### config.mk
export PLATFORM = sky130hd
export DESIGN_NAME = card_number_luhn_classifier_top
export DESIGN_NICKNAME = d
export VERILOG_FILES = /design/src/rtl/cnlc_pkg.sv /design/src/rtl/card_number_luhn_classifier_top.sv /design/src/rtl/cnlc_dabble_step.sv
export SDC_FILE = /design/constraint.sdc
export NUM_CORES = 1
export LEC_CHECK = 0
export ABC_CLOCK_PERIOD_IN_PS = 4500
export BUFFER_PORTS_ARGS = -buffer_cell sky130_fd_sc_hd__clkbuf_2
export CAP_MARGIN = 20
export CORE_MARGIN = 4
export CORE_UTILIZATION = 31
export CTS_CLUSTER_SIZE = 14
export DETAILED_ROUTE_END_ITERATION = 6
export HOLD_SLACK_MARGIN = 0.03
export PLACE_DENSITY = 0.52
export RECOVER_POWER = 100
export SLEW_MARGIN = 5
export SYNTH_ARGS = -nofsm -noshare
export SYNTH_HDL_FRONTEND = slang
export SYNTH_SLANG_ARGS = --single-unit
### constraint.sdc
create_clock -name clk -period 4.5 [get_ports clk]
set_clock_uncertainty 0.05 [all_clocks]
set_input_delay 0.675 -clock clk [delete_from_list [all_inputs] [get_ports clk]]
set_output_delay 0.675 -clock clk [all_outputs]
set_load 0.01 [all_outputs]
### src/rtl/cnlc_pkg.sv
// ---------------------------------------------------------------------------
// cnlc_pkg
// shared widths and codes for the card number luhn classifier
// ---------------------------------------------------------------------------
`default_nettype none

package cnlc_pkg;

    localparam int CARD_W    = 63;
    localparam int DIGITS    = 19;
    localparam int BCD_W     = 4 * DIGITS;
    localparam int DAB_BITS  = 3;
    localparam int DAB_STEPS = (CARD_W + DAB_BITS - 1) / DAB_BITS;
    localparam int CNT_W     = 5;

    localparam logic [1:0] BRAND_INVALID    = 2'd0;
    localparam logic [1:0] BRAND_VISA       = 2'd1;
    localparam logic [1:0] BRAND_AMEX       = 2'd2;
    localparam logic [1:0] BRAND_MASTERCARD = 2'd3;

endpackage

`default_nettype wire

### src/rtl/card_number_luhn_classifier_top.sv
// ---------------------------------------------------------------------------
// card_number_luhn_classifier_top
// luhn mod-10 check, digit count and brand of a binary card number
// ---------------------------------------------------------------------------
// input channel: in_valid / in_stall with card_number, one beat per check.
// output channel: out_valid / out_stall with checksum_ok, brand and
// digit_count, one beat per input beat, in order.
// an accepted number is turned into 19 bcd digits by a shift-add-3 unit
// taking 3 bits a cycle, then the digits are scanned one a cycle, lowest
// first, for the luhn sum, digit count and lead digits, then the result
// is loaded into the output register. in_stall is high while the
// sequencer is busy, from after the input beat until that load, so a new
// number is only taken once the last one is finished.
// the output register holds a finished beat while out_stall is high and
// the next number is still accepted and converted meanwhile; a new result
// waits in its last step until the output register is free.
// reset empties the output register and returns the sequencer to idle.
// ---------------------------------------------------------------------------
`default_nettype none

module card_number_luhn_classifier_top
    import cnlc_pkg::*;
(
    input  logic              clk,
    input  logic              rst_n,
    input  logic              in_valid,
    output logic              in_stall,
    input  logic [CARD_W-1:0] card_number,
    output logic              out_valid,
    input  logic              out_stall,
    output logic              checksum_ok,
    output logic [1:0]        brand,
    output logic [CNT_W-1:0]  digit_count
);

    typedef enum logic [1:0] {
        ST_IDLE,
        ST_CONVERT,
        ST_SCAN,
        ST_EMIT
    } state_t;

    localparam logic [CNT_W-1:0] LEN_13 = 5'd13;
    localparam logic [CNT_W-1:0] LEN_15 = 5'd15;
    localparam logic [CNT_W-1:0] LEN_16 = 5'd16;
    localparam logic [CNT_W-1:0] CONV_LAST = CNT_W'(DAB_STEPS - 1);
    localparam logic [CNT_W-1:0] SCAN_LAST = CNT_W'(DIGITS - 1);

    state_t             state_reg, state_next;
    logic [CARD_W-1:0]  bin_reg, bin_next;
    logic [BCD_W-1:0]   bcd_reg, bcd_next;
    logic [CNT_W-1:0]   step_reg, step_next;
    logic               odd_reg, odd_next;
    logic [3:0]         sum_reg, sum_next;
    logic [CNT_W-1:0]   count_reg, count_next;
    logic [3:0]         lead_hi_reg, lead_hi_next;
    logic [3:0]         lead_lo_reg, lead_lo_next;
    logic [3:0]         prev_reg, prev_next;
    logic               out_valid_reg, out_valid_next;
    logic               ok_reg, ok_next;
    logic [1:0]         brand_reg, brand_next;
    logic [CNT_W-1:0]   dcount_reg, dcount_next;

    logic [BCD_W-1:0]   bcd_step;
    logic [3:0]         digit;
    logic [4:0]         doubled;
    logic [3:0]         luhn_val;
    logic [4:0]         sum_raw;
    logic               ok_calc;
    logic [1:0]         brand_calc;

    cnlc_dabble_step u_dabble
    (
        .bcd_in  (bcd_reg),
        .bits    (bin_reg[CARD_W-1 -: DAB_BITS]),
        .bcd_out (bcd_step)
    );

    // luhn digit value and running sum before the mod-10 reduction
    always_comb
    begin
        digit   = bcd_reg[3:0];
        doubled = {digit, 1'b0};
        if (!odd_reg)
        begin
            luhn_val = digit;
        end
        else if (digit >= 4'd5)
        begin
            luhn_val = 4'(doubled - 5'd9);
        end
        else
        begin
            luhn_val = doubled[3:0];
        end
        sum_raw = {1'b0, sum_reg} + {1'b0, luhn_val};
    end

    // brand from checksum, length and lead digits
    always_comb
    begin
        ok_calc = (sum_reg == 4'd0);
        priority if (!ok_calc)
        begin
            brand_calc = BRAND_INVALID;
        end
        else if (count_reg == LEN_13 && lead_hi_reg == 4'd4)
        begin
            brand_calc = BRAND_VISA;
        end
        else if (count_reg == LEN_15 && lead_hi_reg == 4'd3
                 && (lead_lo_reg == 4'd4 || lead_lo_reg == 4'd7))
        begin
            brand_calc = BRAND_AMEX;
        end
        else if (count_reg == LEN_16 && lead_hi_reg == 4'd5
                 && lead_lo_reg >= 4'd1 && lead_lo_reg <= 4'd5)
        begin
            brand_calc = BRAND_MASTERCARD;
        end
        else if (count_reg == LEN_16 && lead_hi_reg == 4'd4)
        begin
            brand_calc = BRAND_VISA;
        end
        else
        begin
            brand_calc = BRAND_INVALID;
        end
    end

    always_comb
    begin
        state_next     = state_reg;
        bin_next       = bin_reg;
        bcd_next       = bcd_reg;
        step_next      = step_reg;
        odd_next       = odd_reg;
        sum_next       = sum_reg;
        count_next     = count_reg;
        lead_hi_next   = lead_hi_reg;
        lead_lo_next   = lead_lo_reg;
        prev_next      = prev_reg;
        out_valid_next = out_valid_reg;
        ok_next        = ok_reg;
        brand_next     = brand_reg;
        dcount_next    = dcount_reg;

        if (out_valid_reg && !out_stall)
        begin
            out_valid_next = 1'b0;
        end

        unique case (state_reg)
            ST_IDLE:
            begin
                if (in_valid)
                begin
                    bin_next     = card_number;
                    bcd_next     = '0;
                    step_next    = '0;
                    odd_next     = 1'b0;
                    sum_next     = '0;
                    count_next   = 5'd1;
                    lead_hi_next = '0;
                    lead_lo_next = '0;
                    prev_next    = '0;
                    state_next   = ST_CONVERT;
                end
            end
            ST_CONVERT:
            begin
                bcd_next = bcd_step;
                bin_next = bin_reg << DAB_BITS;
                if (step_reg == CONV_LAST)
                begin
                    step_next  = '0;
                    state_next = ST_SCAN;
                end
                else
                begin
                    step_next = step_reg + 5'd1;
                end
            end
            ST_SCAN:
            begin
                bcd_next = {4'd0, bcd_reg[BCD_W-1:4]};
                odd_next = !odd_reg;
                sum_next = (sum_raw >= 5'd10) ? 4'(sum_raw - 5'd10) : sum_raw[3:0];
                prev_next = digit;
                if (digit != 4'd0)
                begin
                    count_next   = step_reg + 5'd1;
                    lead_hi_next = digit;
                    lead_lo_next = prev_reg;
                end
                if (step_reg == SCAN_LAST)
                begin
                    state_next = ST_EMIT;
                end
                else
                begin
                    step_next = step_reg + 5'd1;
                end
            end
            ST_EMIT:
            begin
                if (!out_valid_reg || !out_stall)
                begin
                    out_valid_next = 1'b1;
                    ok_next        = ok_calc;
                    brand_next     = brand_calc;
                    dcount_next    = count_reg;
                    state_next     = ST_IDLE;
                end
            end
            default:
            begin
                state_next = ST_IDLE;
            end
        endcase
    end

    always_ff @(posedge clk or negedge rst_n)
    begin
        if (!rst_n)
        begin
            state_reg     <= ST_IDLE;
            bin_reg       <= '0;
            bcd_reg       <= '0;
            step_reg      <= '0;
            odd_reg       <= 1'b0;
            sum_reg       <= '0;
            count_reg     <= '0;
            lead_hi_reg   <= '0;
            lead_lo_reg   <= '0;
            prev_reg      <= '0;
            out_valid_reg <= 1'b0;
            ok_reg        <= 1'b0;
            brand_reg     <= BRAND_INVALID;
            dcount_reg    <= '0;
        end
        else
        begin
            state_reg     <= state_next;
            bin_reg       <= bin_next;
            bcd_reg       <= bcd_next;
            step_reg      <= step_next;
            odd_reg       <= odd_next;
            sum_reg       <= sum_next;
            count_reg     <= count_next;
            lead_hi_reg   <= lead_hi_next;
            lead_lo_reg   <= lead_lo_next;
            prev_reg      <= prev_next;
            out_valid_reg <= out_valid_next;
            ok_reg        <= ok_next;
            brand_reg     <= brand_next;
            dcount_reg    <= dcount_next;
        end
    end

    assign in_stall    = (state_reg != ST_IDLE);
    assign out_valid   = out_valid_reg;
    assign checksum_ok = ok_reg;
    assign brand       = brand_reg;
    assign digit_count = dcount_reg;

    // busy right after an input beat
    a_busy_after_accept: assert property (@(posedge clk) disable iff (!rst_n)
        in_valid && !in_stall |=> in_stall)
        else $error("input taken but block not busy");

    // a new output beat only comes from the emit step
    a_rise_from_emit: assert property (@(posedge clk) disable iff (!rst_n)
        $rose(out_valid) |-> $past(state_reg == ST_EMIT))
        else $error("output beat without emit step");

    a_count_range: assert property (@(posedge clk) disable iff (!rst_n)
        out_valid |-> (digit_count >= 5'd1 && digit_count <= 5'd19))
        else $error("digit count out of range");

    a_brand_needs_ok: assert property (@(posedge clk) disable iff (!rst_n)
        out_valid && brand != BRAND_INVALID |-> checksum_ok)
        else $error("brand given with failing checksum");

endmodule

`default_nettype wire

### src/rtl/cnlc_dabble_step.sv
// ---------------------------------------------------------------------------
// cnlc_dabble_step
// shift-add-3 binary to bcd unit, several input bits per use
// ---------------------------------------------------------------------------
`default_nettype none

module cnlc_dabble_step
    import cnlc_pkg::*;
(
    input  logic [BCD_W-1:0]    bcd_in,
    input  logic [DAB_BITS-1:0] bits,
    output logic [BCD_W-1:0]    bcd_out
);

    logic [BCD_W-1:0] acc;

    always_comb
    begin
        acc = bcd_in;
        for (int k = DAB_BITS - 1; k >= 0; k--)
        begin
            for (int i = 0; i < DIGITS; i++)
            begin
                if (acc[4*i +: 4] >= 4'd5)
                begin
                    acc[4*i +: 4] = acc[4*i +: 4] + 4'd3;
                end
            end
            acc = {acc[BCD_W-2:0], bits[k]};
        end
        bcd_out = acc;
    end

endmodule

`default_nettype wire
-- Yosys cells after proc, flatten, opt, wreduce, memory -nomap -nowiden
Index checks and enable logic that the tools add are counted.
- reductions and logical operators: 27
- multiplexer cells: 93
- order comparisons: 60
- equal/unequal tests: 19
- $add $sub $neg: 61
- operator list (operator ; count):
    $mux W4 ; 60
    $ge A4 B3 Y1 const B ; 57
    $pmux W76 S3 ; 1
    $add A4 B2 Y4 const B ; 54
    $pmux W63 S2 ; 1
    $mux W76 ; 1
    $mux W63 ; 1
    $pmux W4 S2 ; 4
    $mux W5 ; 5
    $eq A4 B3 Y1 const B ; 4
    $mux W2 ; 8
    $eq A5 B5 Y1 const B ; 3
    $pmux W5 S3 ; 1
    $ne A2 B2 Y1 const B ; 6
    $eq A5 B4 Y1 const B ; 2
    $pmux W5 S2 ; 1
    $add A3 B2 Y3 const B ; 3
    $mux W3 ; 3
    $logic_and A1 B1 Y1 ; 8
    $pmux W2 S4 ; 1
    $reduce_and A2 Y1 ; 4
    $sub A4 B4 Y4 const B ; 2
    $reduce_and A3 Y1 ; 2
    $reduce_bool A2 Y1 ; 3
    other kinds (17) ; 25
- logic and storage cells: 274
- output and inout bits: 10
- register bits: 177
- input port bits: 67

-- Logic depth before layout (Yosys ltp)
- depth in word-level cells: 8
- gate-level depth with buffers: 16
- depth with buffers taken out: 16

-- Hierarchy
A second synthesis with hierarchy kept.
- cell total of the unflattened synthesis: 1594
- area, all modules: 13765.7 um^2
- modules (own cells, without submodules) (module ; area each (um^2) ; cells each ; seq. area each (um^2) ; instances):
    card_number_luhn_classifier_top ; 8526.9 ; 827 ; 4429.2 ; 1
    cnlc_dabble_step ; 5238.8 ; 767 ; 0.0 ; 1

-- Worst setup path after synthesis
No wires, ideal clock.
- path kind: register -> register
- start: register bcd_reg[1]
- end: register sum_reg[2]
- buffers on the path: 1
- setup slack: 1.182 ns
- data required time: 4.329 ns
- clock period less this slack: 3.318 ns
- cell stages (with the launch flop): 16
- library setup time: 0.121 ns
- data arrival time: 3.147 ns
- cell sequence: dfrtp_1 -> inv_1 -> ha_1 -> nand2b_1 -> a21oi_1 -> xnor2_1 -> clkbuf_1 -> nand2_1 -> o21ai_0 -> fa_1 -> xnor2_1 -> ha_1 -> nand2_1 -> a21boi_0 -> mux2i_1 -> a22o_1
- longest elaborated chain between the ends: 7
- elaborated cells between the ends (all ways): 9
- those cells by class: add/sub: 3; order compare: 2; mux: 4
- ends and longest elaborated chain (item ; RTL line ; RTL):
    from (decl) ; card_number_luhn_classifier_top.sv:51 ; logic [BCD_W-1:0] bcd_reg, bcd_next;
    from (signal assigned) ; card_number_luhn_classifier_top.sv:246 ; bcd_reg <= bcd_next;
    $sub A4 B4 Y4 or $ge A4 B3 Y1 (tied branches) ; card_number_luhn_classifier_top.sv:90, card_number_luhn_classifier_top.sv:88 ;
    $mux W4 ; card_number_luhn_classifier_top.sv:88 ; else if (digit >= 4'd5)
    $mux W4 (*) ; card_number_luhn_classifier_top.sv:84 ; if (!odd_reg)
    $add A4 B4 Y5 (*) ; card_number_luhn_classifier_top.sv:96 ; sum_raw = {1'b0, sum_reg} + {1'b0, luhn_val};
    $sub A4 B4 Y4 or $ge A5 B4 Y1 (tied branches) ; card_number_luhn_classifier_top.sv:188 ; sum_next = (sum_raw >= 5'd10) ? 4'(sum_raw - 5'd10) : sum_raw[3:0];
    $mux W4 (*) ; card_number_luhn_classifier_top.sv:188 ;
    $pmux W4 S2 (*) ; card_number_luhn_classifier_top.sv:153 ; unique case (state_reg)
    to (signal assigned) ; card_number_luhn_classifier_top.sv:249 ; sum_reg <= sum_next;
    to (decl) ; card_number_luhn_classifier_top.sv:54 ; logic [3:0] sum_reg, sum_next;
Mark *: on every way between the ends. The rest lies on a longest branch, timed or not.
A chain may end at the register's enable or synchronous reset.

-- Worst setup path after layout
Ends and elaborated chain as after synthesis.

==> results by group <==
Detailed routing
  • Number of nets with antenna violations after detailed routing: 0
  • DRC violations left: 0
  • DR WL/cell: around 15 um
  • DRT Wirelength: 34.2 mm
  • Post-DR vias/cell: ~5.2
  • Total vias in the final route: approximately 12000
  • Detailed Routing Iterations Pass 1: 6
  • Count of routing violations after the opening detailed-route iteration: 679

Logic synthesis
  • Post-Synthesis Cell Area: about 14000 sq um
  • Total of flip-flops plus latches after synthesis: 177
  • Fraction of registers with async set/reset: between 90% and 100%
  • Per-instance average area after synthesis: about 8.5 sq um
  • Synth Area in Compound Gates: between 20% and 30%
  • Biggest area contributors in the synthesized netlist: sky130_fd_sc_hd__dfrtp_1, sky130_fd_sc_hd__mux2i_1, sky130_fd_sc_hd__ha_1, sky130_fd_sc_hd__o21ai_0, sky130_fd_sc_hd__a21oi_1
  • Library cell occupying the most area in the post-synthesis netlist: sky130_fd_sc_hd__dfrtp_1
  • Most frequent cell after synthesis: sky130_fd_sc_hd__dfrtp_1
  • EDFF count, synth: 0
  • Post-synthesis xor/xnor area fraction: 4.23%
  • Post-synthesis simple-gate area fraction: 15.9%
  • Synth warn: 0
  • Part of the Yosys area used for sequential elements: approximately 32%
  • Multiplexer share of the synthesized area: between 10% and 20%
  • Largest family of logic cells by synthesized area: compound AO/OA/AOI/OAI gates
  • Nets in the synthesized netlist: between 1500 and 2000
  • Count of mapped cells out of synthesis: 1615
  • Fraction of post-synthesis cell area in the top cell type by area: approximately 32%
  • Commonest register cell after synthesis: sky130_fd_sc_hd__dfrtp_1
  • Post-synthesis share of cell area spent on full adders, half adders and majority gates: about 7.8%
  • Netlist cell types: 85
  • Top post-synthesis cells by count: sky130_fd_sc_hd__dfrtp_1, sky130_fd_sc_hd__o21ai_0, sky130_fd_sc_hd__nand2_1

Place
  • DP Cell Count: 2226
  • Setup Slack @ Placement: ~0.76 ns
  • Instance area at placement: ~15000 sq um
  • Final estimated routing congestion in global placement: between 0.8 and 0.9
  • Number of buffer cells added on primary ports: 76
  • Total half-perimeter wirelength after legalization and detailed placement: about 24 mm

Power and ir drop
  • Worst VDD drop: 505 uV
  • PwrDens: 878 nW/um^2
  • Leakage dissipation: 6.56 nW
  • Total design power: roughly 13 mW

Finish
  • Share of layout cells above drive strength 1: between 10 and 15%
  • Area added between synthesis and finish: 11.4%
  • Diode count: 0
  • Design area: 15300 sq um
  • Number of inserted filler cells in the final layout: between 4000 and 5000
  • Number of flip-flops under the largest register name: 76
  • Nets: 1810
  • Final core utilization: a little over a third
  • Count of non-filler cells in the finished layout: approximately 2300

STA
  • Maximum operating frequency: approximately 0.27 GHz
  • Final worst-path setup slack: ~0.75 ns
  • Final setup violation count: 0
  • Setup_tns: 0 ns
  • Transition at the pin with the smallest max-transition slack: around 3 ns
  • Clock period minus worst slack: roughly 3.7 ns
  • Final worst path period share: between 80 and 90%
  • Final Hold Viols: 0
  • Number of max-slew violations in the final report: ~340
  • Final worst hold slack: 0.420 ns
  • RSZ-0062 raised after global routing: no
  • Relative slew margins: -95.7%

Job
  • Number of maximum-capacitance violations: 3

Worst hold path
  • Path type of the worst min-delay path: in -> reg

Setup path
  • Critical path destination: sum_reg[2]
  • Critical path startpoint: bcd_reg[1]
  • RR Startpoint: bcd_reg[1]
  • Reg-to-reg endpoint: sum_reg[2]
  • Endpoint arrival time on the critical path: a little over 4 ns
  • Largest driver fanout on the critical path: 11
  • Critical path data required time: about 4.8 ns
  • Setup crit start kind: flip-flop
  • Depth of the worst register-to-register path: 14
  • Setup crit end kind: flip-flop
  • Reg2reg setup slack: between 0.7 and 0.8 ns
  • Setup CP Type: reg -> reg

CTS
  • Worst-path clk slew: about 0.070 ns
  • Number of resized instances in the post-cts repair step: 0
  • Hold Buf Count CTS: 0
  • Clk_lat worst skew: ~0.45 ns
  • Clock buffers created by TritonCTS: 17
  • Clock tree from TritonCTS: built
  • Clk sinks: around 180
  • Number of levels in the clock H-tree: 4
  • Worst-case clock buffer depth: 2
  • Clock Tree Root: sky130_fd_sc_hd__clkbuf_16
  • Buffers inserted during post-CTS setup optimization: 0

Floorplan
  • Chip Width: 218 um
  • Initial core utilization: 31.6%
  • Vertical die dimension: 218 um
  • Site row count: 76
  • Core Region: roughly 43000 sq um
  • Die ar.: ~48000 sq um
  • Boundary Pins: 77

Global route
  • Largest net degree at the start of global routing: 127
  • Number of antenna violations at the first check in global routing: 0
  • Via count of the first global-routing pass: 11300
  • First-pass GRT wire length: roughly 57 mm
  • Remaining global-route overflow: 0
  • Overall fraction of global-route tracks in use: about 14%

Run status
  • Violations in the final reports: capacitance limit, slew limit
  • Run status: complete, but fails checks
## cells in the final DEF (no fill, tap or decap), types with 9 or more instances in the layout
cell type and count:
sky130_fd_sc_hd__inv_1 96, sky130_fd_sc_hd__clkbuf_2 70, sky130_fd_sc_hd__o22ai_1 35, sky130_fd_sc_hd__clkbuf_1 16, sky130_fd_sc_hd__a21oi_1 142, sky130_fd_sc_hd__nand3_1 49, sky130_fd_sc_hd__clkbuf_16 17, sky130_fd_sc_hd__o211ai_1 11
sky130_fd_sc_hd__o21ai_0 168, sky130_fd_sc_hd__mux2i_1 103, sky130_fd_sc_hd__xor2_1 9, sky130_fd_sc_hd__and3_1 16, sky130_fd_sc_hd__nand2_1 156, sky130_fd_sc_hd__a21oi_2 11, sky130_fd_sc_hd__nand2b_1 39, sky130_fd_sc_hd__dfrtp_1 177
sky130_fd_sc_hd__nor3_1 14, sky130_fd_sc_hd__ha_1 81, sky130_fd_sc_hd__nor3b_1 28, sky130_fd_sc_hd__a31oi_1 27, sky130_fd_sc_hd__nor2b_1 22, sky130_fd_sc_hd__a21o_1 13, sky130_fd_sc_hd__nor2_1 84, sky130_fd_sc_hd__xnor2_1 46
sky130_fd_sc_hd__o21ai_1 13, sky130_fd_sc_hd__o221ai_1 20, sky130_fd_sc_hd__mux2_2 33
## area by class of cell
cell class / count / area (sq um) / share of cell area [%]
timing repair buffer: 92 / 463 / 3.03
multi-input combinational: 1274 / 8660 / 56.8
clock buffer: 19 / 433 / 2.84
tap: 585 / 732 / 4.80
sequential: 177 / 4430 / 29.0
clock inverter: 13 / 170 / 1.12
inverter: 98 / 368 / 2.41
## power breakdown
| part | leakage (nW) | total, mW | internal, mW | switching, mW |
|---|---|---|---|---|
| logic | 3.96 | 9.11 | 3.59 | 5.52 |
| clock network | 0.288 | 1.57 | 0.841 | 0.730 |
| registers | 2.31 | 2.72 | 2.18 | 0.535 |
## routing by layer
layer  wire length (um)  GRT usage, %
met1              16800          19.9
met2              16100          23.7
met3                850          2.04
met4                367          3.39
met5                  0             0
## worst max-delay path, cell delays in order, from the launching register on
cell,delay [ns]
sky130_fd_sc_hd__dfrtp_1,0.42
sky130_fd_sc_hd__inv_1,0.18
sky130_fd_sc_hd__ha_1,0.24
sky130_fd_sc_hd__nand2b_1,0.08
sky130_fd_sc_hd__a21oi_1,0.34
sky130_fd_sc_hd__xnor2_1,0.32
sky130_fd_sc_hd__nand2_1,0.16
sky130_fd_sc_hd__o21ai_0,0.16
sky130_fd_sc_hd__fa_1,0.46
sky130_fd_sc_hd__xnor2_1,0.27
sky130_fd_sc_hd__ha_1,0.24
sky130_fd_sc_hd__nand2_1,0.06
sky130_fd_sc_hd__a21boi_0,0.33
sky130_fd_sc_hd__mux2i_1,0.13
sky130_fd_sc_hd__a22o_1,0.21
## how the worst min path moves through the flow
stage,depth (start not counted),from,endpoint,slack (ns)
2_1_floorplan,0,rst_n,bcd_reg[0],0.33
3_5_place_dp,2,bin_reg[45],bin_reg[45],0.42
5_1_grt,3,card_number[2],bin_reg[2],0.41
6_report,3,card_number[1],bin_reg[1],0.42
3_3_place_gp,2,bin_reg[43],bin_reg[43],0.41
4_1_cts,1,rst_n,bin_reg[26],0.34
## cells by family after synthesis
| family | count (synthesis) |
|---|---|
| compound gates | 546 |
| simple gates | 445 |
| flops | 177 |
| buf+inv | 164 |
| mux | 137 |
| fa+ha+maj | 85 |
| xor+xnor | 61 |
Note: power is estimated with default switching activity, not from simulation.
